**src/rtl/rsc_divider.sv**
```systemverilog
`default_nettype none
// Restoring divider, one quotient bit per cycle.
module rsc_divider #(
  parameter int unsigned Bits = 32
) (
  input  wire logic            clk_i,
  input  wire logic            rst_ni,
  input  wire logic            start_i,
  input  wire logic [Bits-1:0] dividend_i,
  input  wire logic [15:0]     divisor_i,
  output      logic            done_o,
  output      logic [Bits-1:0] quot_o,
  output      logic [15:0]     rem_o
);
  localparam int unsigned CntBits = $clog2(Bits + 1);

  logic [CntBits-1:0] cnt_q;
  logic               busy_q;
  logic [Bits-1:0]    quot_q;
  logic [16:0]        rem_q;
  logic [15:0]        div_q;
  logic [16:0]        shifted;
  logic [16:0]        diff;

  assign shifted = {rem_q[15:0], quot_q[Bits-1]};
  assign diff    = shifted - {1'b0, div_q};

  always_ff @(posedge clk_i or negedge rst_ni) begin
    if (!rst_ni) begin
      busy_q <= 1'b0;
      cnt_q  <= '0;
      done_o <= 1'b0;
    end else begin
      done_o <= 1'b0;
      if (start_i) begin
        busy_q <= 1'b1;
        cnt_q  <= CntBits'(Bits);
      end else if (busy_q) begin
        cnt_q <= cnt_q - 1'b1;
        if (cnt_q == CntBits'(1)) begin
          busy_q <= 1'b0;
          done_o <= 1'b1;
        end
      end
    end
  end

  // datapath: shift in one dividend bit, trial subtract
  always_ff @(posedge clk_i) begin
    if (start_i) begin
      quot_q <= dividend_i;
      rem_q  <= '0;
      div_q  <= divisor_i;
    end else if (busy_q) begin
      if (!diff[16]) begin
        rem_q  <= diff;
        quot_q <= {quot_q[Bits-2:0], 1'b1};
      end else begin
        rem_q  <= shifted;
        quot_q <= {quot_q[Bits-2:0], 1'b0};
      end
    end
  end

  assign quot_o = quot_q;
  assign rem_o  = rem_q[15:0];
endmodule
`default_nettype wire
```
**config.mk**
```make
export PLATFORM = sky130hd
export DESIGN_NAME = rsc_divider
export DESIGN_NICKNAME = d
export VERILOG_FILES = /design/src/rtl/rsc_divider.sv
export SDC_FILE = /design/constraint.sdc
export NUM_CORES = 1
export LEC_CHECK = 0
export BUFFER_PORTS_ARGS = -buffer_cell sky130_fd_sc_hd__buf_4
export CORE_AREA = 2 2 96 98
export CTS_BUF_LIST = sky130_fd_sc_hd__clkbuf_4 sky130_fd_sc_hd__clkbuf_8
export DETAILED_ROUTE_END_ITERATION = 16
export DIE_AREA = 0 0 98 100
export PLACE_DENSITY_LB_ADDON = 0.3
export SKIP_LAST_GASP = 1
export SYNTH_ARGS = -nofsm -noshare
export SYNTH_HDL_FRONTEND = slang
export SYNTH_SLANG_ARGS = --single-unit
```
**constraint.sdc**
```tcl
create_clock -name clk_i -period 2.95 [get_ports clk_i]
set_input_delay 0.59 -clock clk_i [delete_from_list [all_inputs] [get_ports clk_i]]
set_output_delay 0.59 -clock clk_i [all_outputs]
set_load 0.1 [all_outputs]
```
=== Word-level counts from Yosys, hierarchy flattened ===
Cells that the tools add are included.

* Add/sub/neg operators: 2
* $mul: 0
* Div/mod/pow operators: 0
* Order comparisons: 0
* Equality and inequality tests: 1
* Shift operators: 0
* Muxes and demuxes: 12
* Bitwise logic cells: 0
* Reduce and logical (&&, ||, !) cells: 1

{| class="wikitable"
|+ Operator list
! cell !! number
|-
| 32-bit two-way mux || 2
|-
| 17-bit by 16-bit subtractor with 17-bit output || 1
|-
| 16-bit two-way mux || 1
|-
| 6-bit two-way mux || 2
|-
| 1-bit two-way mux || 7
|-
| 6-bit by 1-bit equality test with 1-bit output, second input constant || 1
|-
| 6-bit by 1-bit subtractor with 6-bit output, second input constant || 1
|-
| 2-bit nonzero test || 1
|}

* Bits in registers: 72
* Bits in latches: 0
* Memory bits (writable): 0
* ROM bits: 0
* Input port bits: 51
* Output and inout port bits: 49
* Word-level logic and storage cells: 22
* Memories kept: 0

=== Longest topological paths before layout ===
* Word-level depth: 4
* Mapped depth: 11
* Mapped depth without buffers: 10

=== Least setup slack after synthesis ===
OpenSTA, ideal clock, no wires.

* Kind: reg-to-reg
* From: reg quot_q[31], in the netlist quot_o[31]
* To: reg rem_q[3]
* Setup time: 0.091 ns
* Arrival: 3.303 ns
* Data required time: 2.859 ns
* Setup slack: -0.444 ns
* Cell stages (with the launch flop): 11
* Path buffers: 0
* Period minus slack after synthesis: 3.394 ns
* Cell sequence: edfxtp_1 > inv_1 > ha_1 > fa_1 > nand2b_1 > a21oi_2 > o21ai_2 > nor3_2 > nor4_2 > or4b_1 > a311oi_1

* Cells in the longest elaborated chain, start to end: 2

{| class="wikitable"
|+ Ends and longest elaborated chain
! element !! line !! text
|-
| start, declared || 19 || <nowiki>logic [Bits-1:0] quot_q;</nowiki>
|-
| start signal, assigned || 51 || <nowiki>quot_q <= dividend_i;</nowiki>
|-
| start signal, assigned || 57 || <nowiki>quot_q <= {quot_q[Bits-2:0], 1'b1};</nowiki>
|-
| start signal, assigned || 60 || <nowiki>quot_q <= {quot_q[Bits-2:0], 1'b0};</nowiki>
|-
| 17-bit by 16-bit subtractor with 17-bit output || 26 || <nowiki>assign diff = shifted - {1'b0, div_q};</nowiki>
|-
| 16-bit two-way mux || 55 || <nowiki>if (!diff[16]) begin</nowiki>
|-
| end signal, assigned || 56 || <nowiki>rem_q <= diff;</nowiki>
|-
| end signal, assigned || 59 || <nowiki>rem_q <= shifted;</nowiki>
|-
| end, declared || 20 || <nowiki>logic [16:0] rem_q;</nowiki>
|}

No other way between the ends.
A chain may end at the register's enable or synchronous reset.

=== Final worst setup path ===
Ends and elaborated chain as after synthesis.

==> metrics.txt <==
outcome completed; number of hold buffers added after cts 0; vias in the first global route 3137; Clk Latency, worst-skew pair about 350 ps; CTS buffer count 9; Final period util 0.948; critical path startpoint category register; width of the die 98 µm; post-detailed-route DRC marker count 0; worst-case clock skew 4.67 ps; peak fanout along the critical path 19; Die Area 9800 µm²; max-cap viol count 0; CTS H-tree lvls 3; prevailing post-synth register cell sky130_fd_sc_hd__edfxtp_1; DIE HEIGHT 100 µm; all-layer global routing usage 0.192; CTS Root Buffer Type sky130_fd_sc_hd__clkbuf_8; floorplan core area around 8900 µm²; kind of critical path register to register; buffer depth of the longest clock path 2; vias 3053; final weighted congestion of routability-driven global placement 0.881; Final HPWL DP between 6000 and 7000 µm; Port Buf Inserts 99; total grt overflow 0; synth-to-layout area growth 31.2%; count of warnings emitted by yosys 0; Min Clock Period, post-route between 2000 and 3000 ps; pin count of the biggest net entering global routing 37; kind of end point of the critical path register; Routed wire per std cell 16.1 µm; highest clock rate 0.358 GHz; overall power 5.10 mW; type of the worst min-delay path input port to async pin; Worst Path Arrival approximately 3000 ps; FF+latch count, synth 72; TritonCTS clock tree built; count of boundary I/O pins 100; setup-violating endpoint count in the final report 0; share of final-layout standard cells stronger than drive strength 1 0.395; Final Hold Vio Count 0; number of antenna violations at the first check in global routing 0; DR pass1 iterations 4; register area share after synthesis 0.509; worst reg2reg path depth 11; post-synthesis instance area slightly below 4000 µm²; worst vdd ir ~0.00049 V; cell row count 35; power density relative to cell area 1010 nW/µm²; nets@finish 523; Layout Utilization 0.569; remaining number of nets flagged by the antenna check after routing 0; Unique masters post-synth 52; CTS clock-pin slew for the worst setup and hold paths 80 ps; biggest area contributors in the synthesized netlist sky130_fd_sc_hd__edfxtp_1, sky130_fd_sc_hd__mux2_2, sky130_fd_sc_hd__dfxtp_1; global-route wire length before repair roughly 15000 µm; setup repair after global routing missed its margin false; Antenna Diode Count 0; number of enable flip-flop cells after synthesis 48; slew at the pin closest to its max-slew limit 535 ps; Synth area leader sky130_fd_sc_hd__edfxtp_1; max-slew violation count 0; DRC marker count from the first detailed-route iteration 120; clk sinks ~70; Yosys top cell area share 0.374; instance count of the mapped netlist roughly 350; CP required 3210 ps; worst max-slew margin expressed relative to the limit 0.640; vias per inst 5.37; Post-Syn Area per Cell 11.1 µm²; fraction of synthesis flops using an asynchronous set or reset pin 0.111; post-detailed-routing wire length 9140 µm; Static Leak 2.18 nW; Syn Nets 417; Starting Density 0.434
-- layout make-up --
type,count,area [µm²]
timing repair buffer,110,838
fill,804,3830
sequential,72,1970
clock inverter,7,93.8
inverter,20,75.1
multi-input combinational,240,1830
clock buffer,9,124
tap,111,139
-- cell families (layout without fill, tap and decap cells) --
logic type | Yosys count | in the layout | synth area share
simple gates | 102 | 102 | 0.131
compound gates | 73 | 73 | 0.136
flops | 72 | 72 | 0.509
buf+inv | 35 | 146 | 0.0360
mux | 31 | 31 | 0.0905
fa+ha+maj | 19 | 19 | 0.0636
xor+xnor | 15 | 15 | 0.0341
-- state kept, by name, indices dropped and copies added (netlist names) --
name and count:
cnt_q 6, done_o 1, rem_q 16, div_q 16, quot_o 32, busy_q 1
-- where the power goes --
group	internal (mW)	leakage [nW]	switching, mW	total (mW)
Sequential	1.31	0.726	0.173	1.48
Combinational	0.817	1.34	1.92	2.74
Clock	0.476	0.106	0.402	0.878
-- stage by stage --
stage | std cells | hold WS [ps] | setup slack, ps | TNS, ps | cell area [µm²]
after floorplan | 347 | 294 | -243 | -2360 | 3930
after global placement | 552 | 414 | 121 | 0 | 4810
after detailed placement | 552 | 414 | 16.2 | 0 | 4810
after CTS | 568 | 30.2 | 194 | 0 | 5030
after global routing | 569 | 27.2 | 13.0 | 0 | 5060
final | 569 | 40.7 | 155 | 0 | 5060
-- cell usage after synthesis (5+ instances only) --
| master | count |
|---|---|
| sky130_fd_sc_hd__edfxtp_1 | 48 |
| sky130_fd_sc_hd__nand2b_1 | 7 |
| sky130_fd_sc_hd__inv_1 | 20 |
| sky130_fd_sc_hd__ha_1 | 18 |
| sky130_fd_sc_hd__a311oi_1 | 12 |
| sky130_fd_sc_hd__nor3_1 | 5 |
| sky130_fd_sc_hd__clkbuf_1 | 6 |
| sky130_fd_sc_hd__nand2_1 | 25 |
| sky130_fd_sc_hd__nand3_1 | 12 |
| sky130_fd_sc_hd__xor2_1 | 7 |
| sky130_fd_sc_hd__nor2_1 | 30 |
| sky130_fd_sc_hd__o21ai_0 | 22 |
| sky130_fd_sc_hd__buf_1 | 5 |
| sky130_fd_sc_hd__dfxtp_1 | 16 |
| sky130_fd_sc_hd__a21oi_1 | 11 |
| sky130_fd_sc_hd__dfrtp_1 | 8 |
| sky130_fd_sc_hd__mux2_2 | 31 |
| sky130_fd_sc_hd__xnor2_1 | 8 |
-- worst paths after layout --
path / end / slack, ps / startpoint
max in group asynchronous: busy_q$_DFF_PN0_ / 2780 / rst_ni
worst min-delay path: cnt_q[2]$_DFFE_PN0P_ / 40 / rst_ni
min in group clk_i: div_q[11]$_DFFE_PP_ / 410 / divisor_i[11]
worst max-delay path: rem_q[3]$_SDFFE_PP0P_ / 150 / quot_o[31]$_DFFE_PP_
worst min register to register: rem_q[4]$_SDFFE_PP0P_ / 510 / rem_q[4]$_SDFFE_PP0P_
worst max register to register: rem_q[3]$_SDFFE_PP0P_ / 150 / quot_o[31]$_DFFE_PP_
-- per-layer routing --
layer | routed length [µm] | GRT usage
met5 | 0 | 0
met4 | 127 | 0.0620
met3 | 782 | 0.0599
met2 | 4360 | 0.318
met1 | 3880 | 0.241
-- placed cells by master, fill, tap and decap left out, types with 6 or more instances in the layout --
cell	n
sky130_fd_sc_hd__buf_4	109
sky130_fd_sc_hd__xnor2_1	8
sky130_fd_sc_hd__ha_1	17
sky130_fd_sc_hd__edfxtp_1	48
sky130_fd_sc_hd__mux2_2	31
sky130_fd_sc_hd__a311oi_1	12
sky130_fd_sc_hd__xor2_1	7
sky130_fd_sc_hd__nor2_1	30
sky130_fd_sc_hd__clkbuf_8	9
sky130_fd_sc_hd__o21ai_1	6
sky130_fd_sc_hd__dfrtp_1	8
sky130_fd_sc_hd__nand2_1	24
sky130_fd_sc_hd__o21ai_0	16
sky130_fd_sc_hd__a21oi_1	11
sky130_fd_sc_hd__nand2b_1	6
sky130_fd_sc_hd__dfxtp_1	12
sky130_fd_sc_hd__nand3_1	12
sky130_fd_sc_hd__inv_1	20
-- worst max-delay path, cell delays in order (launching register included) --
cell,delay (ps)
sky130_fd_sc_hd__edfxtp_1,370
sky130_fd_sc_hd__inv_1,60
sky130_fd_sc_hd__ha_2,180
sky130_fd_sc_hd__fa_2,340
sky130_fd_sc_hd__nand2b_4,170
sky130_fd_sc_hd__a21oi_4,190
sky130_fd_sc_hd__o21ai_4,90
sky130_fd_sc_hd__nor3_4,340
sky130_fd_sc_hd__nor4_4,100
sky130_fd_sc_hd__buf_12,170
sky130_fd_sc_hd__or4b_1,460
sky130_fd_sc_hd__a311oi_1,250
-- timing repair --
item / in CTS / in global routing
gates resized for setup: 1 / 2
pin swaps: 0 / 1
buffers inserted: 0 / 1
setup endpoints to repair: 1 / 7
Power figures use the tool's default switching activity.
