<file path="src/rtl/rsc_ram.sv">
`default_nettype none
module rsc_ram #(
  parameter int unsigned Width = 8,
  parameter int unsigned Depth = 32
) (
  input  wire logic                     clk_i,
  input  wire logic                     we_i,
  input  wire logic [$clog2(Depth)-1:0] waddr_i,
  input  wire logic [Width-1:0]         wdata_i,
  input  wire logic [$clog2(Depth)-1:0] raddr_i,
  output      logic [Width-1:0]         rdata_o
);
  logic [Width-1:0] mem_q [Depth];

  // one write port, one registered read port
  always_ff @(posedge clk_i) begin
    if (we_i) begin
      mem_q[waddr_i] <= wdata_i;
    end
    rdata_o <= mem_q[raddr_i];
  end
endmodule
`default_nettype wire

</file>
<file path="config.mk">
export PLATFORM = sky130hd
export DESIGN_NAME = rsc_ram
export DESIGN_NICKNAME = d
export VERILOG_FILES = /design/src/rtl/rsc_ram.sv
export SDC_FILE = /design/constraint.sdc
export NUM_CORES = 1
export LEC_CHECK = 0
export CAP_MARGIN = 20
export CORE_UTILIZATION = 60
export CTS_CLUSTER_DIAMETER = 40
export DETAILED_ROUTE_END_ITERATION = 8
export DONT_BUFFER_PORTS = 1
export PLACE_DENSITY = 0.76
export SLEW_MARGIN = 5
export SYNTH_ARGS = -nofsm -noshare
export SYNTH_HDL_FRONTEND = slang
export SYNTH_SLANG_ARGS = --single-unit
</file>
<file path="constraint.sdc">
create_clock -name clk_i -period 2.75 [get_ports clk_i]
set_clock_uncertainty 0.1 [all_clocks]
set_input_delay 0.275 -clock clk_i [delete_from_list [all_inputs] [get_ports clk_i]]
set_output_delay 0.275 -clock clk_i [all_outputs]
set_load 0.03 [all_outputs]
</file>
Word level (Yosys, flattened, before mapping)
Memory sizes are Yosys's and may differ from the RTL's. A register that Yosys moved wholly into a read port is not among the register bits.
Cells that the tools add are included.

storage, ports and cells
  flip-flop bits (word level) = 0
  bits in writable memories = 256
  input bits = 20
  output and inout port bits = 8
  memories = 1

memory list
  name   words  bits a word  read ports  clocked after memory_dff  write ports  line  text
  mem_q  32     8            1           1                         1            13    logic [Width-1:0] mem_q [Depth];

operators by class
  muxes and demuxes = 2

operators with widths
  kind              count
  2-to-1 mux 1 bit  2

Depth between registers and ports, before layout
Gate-level depths: netlist of the first run.

  word-level depth = 2
  depth in mapped cells = 5
  mapped depth without buffers = 3

Worst setup path after synthesis of the first run
Ideal clock, no wire load.

  kind = input -> register
  start = in raddr_i[2]
  end = reg rdata_o[0] (read register of mem_q)
  library setup time = 0.121 ns
  arrival = 1.957 ns
  slack = 0.573 ns
  stages = 5
  cell sequence = clkbuf_1 clkbuf_1 mux4_2 mux4_2 mux2_2

RTL lines
  what                line  text
  start: declaration  10    input wire logic [$clog2(Depth)-1:0] raddr_i,
  end: declaration    11    output logic [Width-1:0] rdata_o

==> results of run 1 <==
==> per-layer routing <==
layer	vias to the layer above	track usage, %
li1	1875	-
met1	2376	36.4
met2	223	36.8
met3	28	5.29
met4	0	6.98
met5	-	0
==> metrics by stage <==
| step | util, % | hold WS (ps) | instances | area [um2] |
|---|---|---|---|---|
| floorplan | - | 274 | 417 | 10100 |
| global placement | 64.0 | 276 | 625 | 10300 |
| detailed placement | 64.0 | 276 | 625 | 10300 |
| CTS | 72.1 | 6.68 | 701 | 11600 |
| global route | 72.3 | 10.6 | 705 | 11700 |
| finish | 72.3 | 26.4 | 706 | 11700 |
==> power by group through the flow <==
stage | sequential (W) | combinational, W | clock (W)
2_1_floorplan | 0.00460 | 0.000238 | 0
3_3_place_gp | 0.00461 | 0.000239 | 0
3_5_place_dp | 0.00461 | 0.000241 | 0
4_1_cts | 0.00453 | 0.000337 | 0.00427
5_1_grt | 0.00453 | 0.000356 | 0.00445
6_report | 0.00453 | 0.000341 | 0.00424
==> worst paths after layout <==
check	endpoint	slack, ps	cells past startpoint
max	rdata_o[1]	840	3
min	rdata_o[4]	30	2
max reg2reg	rdata_o[1]	840	3
min reg2reg	rdata_o[0]	850	3
==> synthesized netlist by cell type (all sizes together) <==
cell type / count / share of area, %
buf: 14 / 0.83
or3b: 3 / 0.26
nor2: 33 / 1.2
nand3: 2 / 0.10
mux4: 80 / 18
nand2: 1 / 0.037
dfxtp: 8 / 1.6
mux2: 8 / 0.90
clkbuf: 6 / 0.22
or3: 1 / 0.062
edfxtp: 256 / 76
nand3b: 5 / 0.37
==> critical path: cells and delay by family, from the launching register on <==
family	cells	cell delay, ps
flip-flops	1	390
multiplexers	3	1310
==> sequential cells by signal (all words and copies together), names as in the netlist <==
signal,flops
rdata_o,8
mem_q,256
==> kinds of logic after synthesis <==
family                 synth area share [%]
and+or+nand+nor                        2.07
DFF                                    78.1
muxes                                  18.8
buffers and inverters                  1.06
==> layout make-up <==
cell class,instances,area (um2),area share (%)
diodes,3,7.51,0.0644
clock buffers,38,887,7.61
clock inverters,23,215,1.85
multi-input cells,133,2100,18.0
flip-flops and latches,264,7850,67.3
well taps,216,270,2.32
repair buffers,29,330,2.83
==> what timing repair did <==
| action | 4_1_cts | 5_1_grt |
|---|---|---|
| endpoints found under the hold margin | 264 | 0 |
| endpoints found under the setup margin | 0 | 0 |
| resized for setup | 0 | 0 |
| hold buffers | 15 | 0 |
| buffers inserted | 0 | 0 |
==> flow_metrics.tcl, run 1 <==
set metrics [dict create \
    outcome "complete, no violations" \
    cts_tree "yes" \
    die_area_um2 17300 \
    yosys_warnings 0 \
    r2r-start "mem_q[20][1]" \
    min-delay-start "raddr_i[4]" \
    routed-wl-met2_mm 9.37 \
    finalNetCount 482 \
    crit_path_end_kind "register" \
    ir_drop_mv 0.670 \
    die_height_um 131 \
    worstPathRequired_ps 3030 \
    layout_setup_ws_ps 840 \
    layout_common_cells "edfxtp_1 (256), mux4_2 (80), clkbuf_16 (35)" \
    wl_per_cell_um 27.8 \
    cts_buffers 34 \
    syn_area_per_cell_um2 24.1 \
    setup_viol 0 \
    fmax_mhz 524 \
    firstDrtPassIters 4 \
    num_vias 4502 \
    antenna_found_initial 2 \
    leakagePower_nw 3.68 \
    power.internal_w 0.00722 \
    cpPeakStageDelay_ps 500 \
    wl_mm 19.6 \
    wl_met3_mm 1.73 \
    switching_power_w 0.00189 \
    start_kind "register" \
    drc 0 \
    drv_cap 0 \
    netlist_area_um2 10100 \
    power.total_w 0.00911 \
    place_ws_ps 699 \
    synth_seq_cells 264 \
    slowest_stage "mux4_2" \
    hold_viol 0 \
    crit_top_cell "mux4_2" \
    grt_max_degree 65 \
    coreArea_um2 16100 \
    ant_nets 0 \
    met1_length_mm 8.19 \
    drt-initial-drc-count 455 \
    row_count 46 \
    grt_pass1_vias 4723 \
    gp_congestion 0.775 \
    synth_seq_area_share_pct 78.1 \
    clockRootBuffer "clkbuf_16" \
    startpoint "mem_q[20][1]" \
    fin_crit_sh_pct 69.5 \
    grt_pass1_wl_mm 29.9 \
    worst_pin_slew_ps 863 \
    pwr-share-clk_pct 46.5 \
    portBuffers 0 \
    path_cells "mux4_2, mux4_2, mux2_2" \
    grtUsageTotal_pct 24.3 \
    drive_gt1_share_pct 34.3 \
    cts_htree_levels 2 \
    slew-limit-headroom_pct 42.2 \
    p_comb_share_pct 3.7 \
    fp.dieW_um 131 \
    critPathArrivalTime_ps 2190 \
    grt_setup_unrepaired "no" \
    crit_type "reg2reg" \
    synthDistinctLibCells 15 \
    clk_latency_ps 500 \
    path_max_fanout 1 \
    powerDensity_nw_per_um2 781 \
    cts_buffer_depth 3 \
    ios 28 \
    overflow 0 \
    clock_sinks 264 \
    slew_viol_final 0 \
    clk_pin_slew_ps 60 \
    hpwlAfterDp_mm 11.0 \
    synth_fp_nets 437 \
    area_delta_synth_final_pct 16.0 \
    swShare_pct 20.7 \
    layout_commonest_cell "edfxtp_1" \
    hold_class "in2reg" \
    fill_cells 918 \
    top_layer "met4" \
    start_util_pct 62.4 \
    setup_tns_ps 0 \
    syn_inst 417 \
    fin_crit_ps 1910 \
    viasPerCell 6.38 \
    seqPwrFrac_pct 49.7 \
]
No activity file was read; power rests on OpenSTA's default activity.
==> inputs of run 2 (changes only) <==
Settings changed: CORE_UTILIZATION 60 to 57, PLACE_DENSITY 0.76 to 0.75.
Clock period 2.75 ns to 1.7 ns, I/O delays scaled along.
==> run 2 against run 1 <==
Compared with the run above: power increased by 73%; worst hold slack got worse by 95 ps; via count increased by 4.9%; clock-buffer cell count increased by 1; wire length increased by 6.0%; sequential power increased by 62%; maximum frequency decreased by 0.86%; clock power increased by 85%; the flow now finishes with violations (hold timing, setup timing); largest power group is now the clock network; largest cell class unchanged; final cell count increased by 4.7%.
==> flow_metrics.tcl, run 2 (same netlist as run 1, synthesis figures left out) <==
set metrics [dict create \
    outcome "complete, but fails checks" \
    violations "hold timing, setup timing" \
    pwr-share-clk_pct 49.7 \
    fp.dieW_um 135 \
    row_count 48 \
    wl_per_cell_um 28.1 \
    drive_gt1_share_pct 36.8 \
    worstSetupEndpoint "rdata_o[5]" \
    num_vias 4724 \
    die_height_um 135 \
    start_kind "register" \
    crit_path_end_kind "register" \
    fin_crit_sh_pct 113 \
    ctsHoldBuffers 21 \
    gp_congestion 0.734 \
    r2r-end "rdata_o[5]" \
    ir_drop_mv 1.12 \
    setup_viol 8 \
    grtUsageTotal_pct 24.4 \
    leakagePower_nw 3.92 \
    overflow 0 \
    grt_setup_unrepaired "yes" \
    critPathArrivalTime_ps 2210 \
    grt_pass1_vias 4853 \
    drv_cap 0 \
    cpPeakStageDelay_ps 540 \
    switching_power_w 0.00311 \
    die_area_um2 18200 \
    ant_nets 0 \
    r2r-start "mem_q[16][5]" \
    slew_viol_final 0 \
    grt_max_degree 65 \
    powerDensity_nw_per_um2 1310 \
    fmax_mhz 519 \
    ff2ff_setup_slack_ps -230 \
    cts_htree_levels 2 \
    antenna_found_initial 1 \
    design_area_um2 12100 \
    dpl_cell_area_um2 10500 \
    cts_buffer_depth 3 \
    holdPathStages 2 \
    crit_top_cell "mux4_2" \
    largest_reg_flops 256 \
    seqPwrFrac_pct 46.5 \
    r2r_cells 3 \
    drc 0 \
    layout_commonest_cell "edfxtp_1" \
    hpwlAfterDp_mm 11.3 \
    coreArea_um2 17200 \
    ios 28 \
    slew-limit-headroom_pct 44.4 \
    startpoint "mem_q[16][5]" \
    cts_buffers 35 \
    swShare_pct 19.7 \
    clk_pin_slew_ps 60 \
    area_delta_synth_final_pct 20.0 \
    top_regs "mem_q: 256 flops, rdata_o: 8 flops" \
    start_util_pct 58.3 \
    firstDrtPassIters 5 \
    p_comb_share_pct 3.8 \
    worstPathRequired_ps 1980 \
    path_cells "mux4_2, mux4_2, mux2_4" \
    crit_type "reg2reg" \
    finalNetCount 508 \
    wl_mm 20.8 \
    portBuffers 0 \
    place_ws_ps -228 \
    fill_cells 981 \
    layout_common_cells "edfxtp_1 (256), mux4_2 (80), clkbuf_16 (37)" \
    fin_crit_ps 1930 \
    clk_latency_ps 500 \
    fin_util_pct 70.0 \
    clock_sinks 264 \
    viasPerCell 6.39 \
    hold-worst-slack_ps -68.3 \
    regMostFlops "mem_q" \
    hold_class "in2reg" \
    drt-initial-drc-count 611 \
    power.total_w 0.0158 \
    slowest_stage "mux4_2" \
    worst_pin_slew_ps 831 \
    cts_tree "yes" \
    layout_setup_ws_ps -227 \
    grt_pass1_wl_mm 30.8 \
    power.internal_w 0.0127 \
    hold_viol 8 \
    path_max_fanout 2 \
    clockRootBuffer "clkbuf_16" \
]
-- run 2: worst min-delay path by stage --
| stage | start | end |
|---|---|---|
| 6_report | raddr_i[1] | rdata_o[3] |
| 5_1_grt | raddr_i[1] | rdata_o[3] |
| 4_1_cts | raddr_i[1] | rdata_o[1] |
| 3_5_place_dp | wdata_i[5] | mem_q[16][5] |
| 3_3_place_gp | wdata_i[0] | mem_q[20][0] |
| 2_1_floorplan | wdata_i[0] | mem_q[0][0] |
-- run 2: final cells by class --
cell class | count | area (um2) | share of cell area, %
diodes | 1 | 2.50 | 0.0207
multi-input cells | 133 | 2130 | 17.6
well taps | 225 | 282 | 2.33
clock inverters | 23 | 324 | 2.69
clock buffers | 39 | 943 | 7.82
flip-flops and latches | 264 | 7850 | 65.1
repair buffers | 54 | 536 | 4.44
-- run 2: power groups by stage --
| stage | combinational [W] | sequential (W) | clock (W) |
|---|---|---|---|
| detailed placement | 0.000400 | 0.00747 | 0 |
| CTS | 0.000601 | 0.00733 | 0.00791 |
| finish | 0.000601 | 0.00733 | 0.00785 |
| floorplan | 0.000417 | 0.00745 | 0 |
| global route | 0.000625 | 0.00733 | 0.00820 |
| global placement | 0.000395 | 0.00746 | 0 |
-- run 2: what timing repair did --
action | CTS | global route
gates cloned | 0 | 0
setup endpoints to repair | 8 | 8
resized for setup | 7 | 0
endpoints found under the hold margin | 266 | 8
setup buffers | 0 | 0
-- run 2: worst max-delay path, delay by kind of cell, from the launching register on --
kind	cells	cell delay, ps
flops	1	390
mux	3	1320
-- run 2: layer usage --
layer	GRT usage (%)	vias to the layer above	wire length (um)	part of all wire (%)
met3	5.18	45	1740	8.4
met2	36.5	224	10000	48
met4	9.30	0	613	3.0
met5	0	-	0	0
met1	36.2	2527	8420	41
li1	-	1928	-	-
-- run 2: metrics by stage --
stage,TNS [ps],instances,hold slack [ps]
finish,-1660,739,-68.3
floorplan,-1340,417,169
global route,-1850,738,-80.7
detailed placement,-1600,654,170
global placement,-1450,654,170
CTS,-1690,737,-79.1
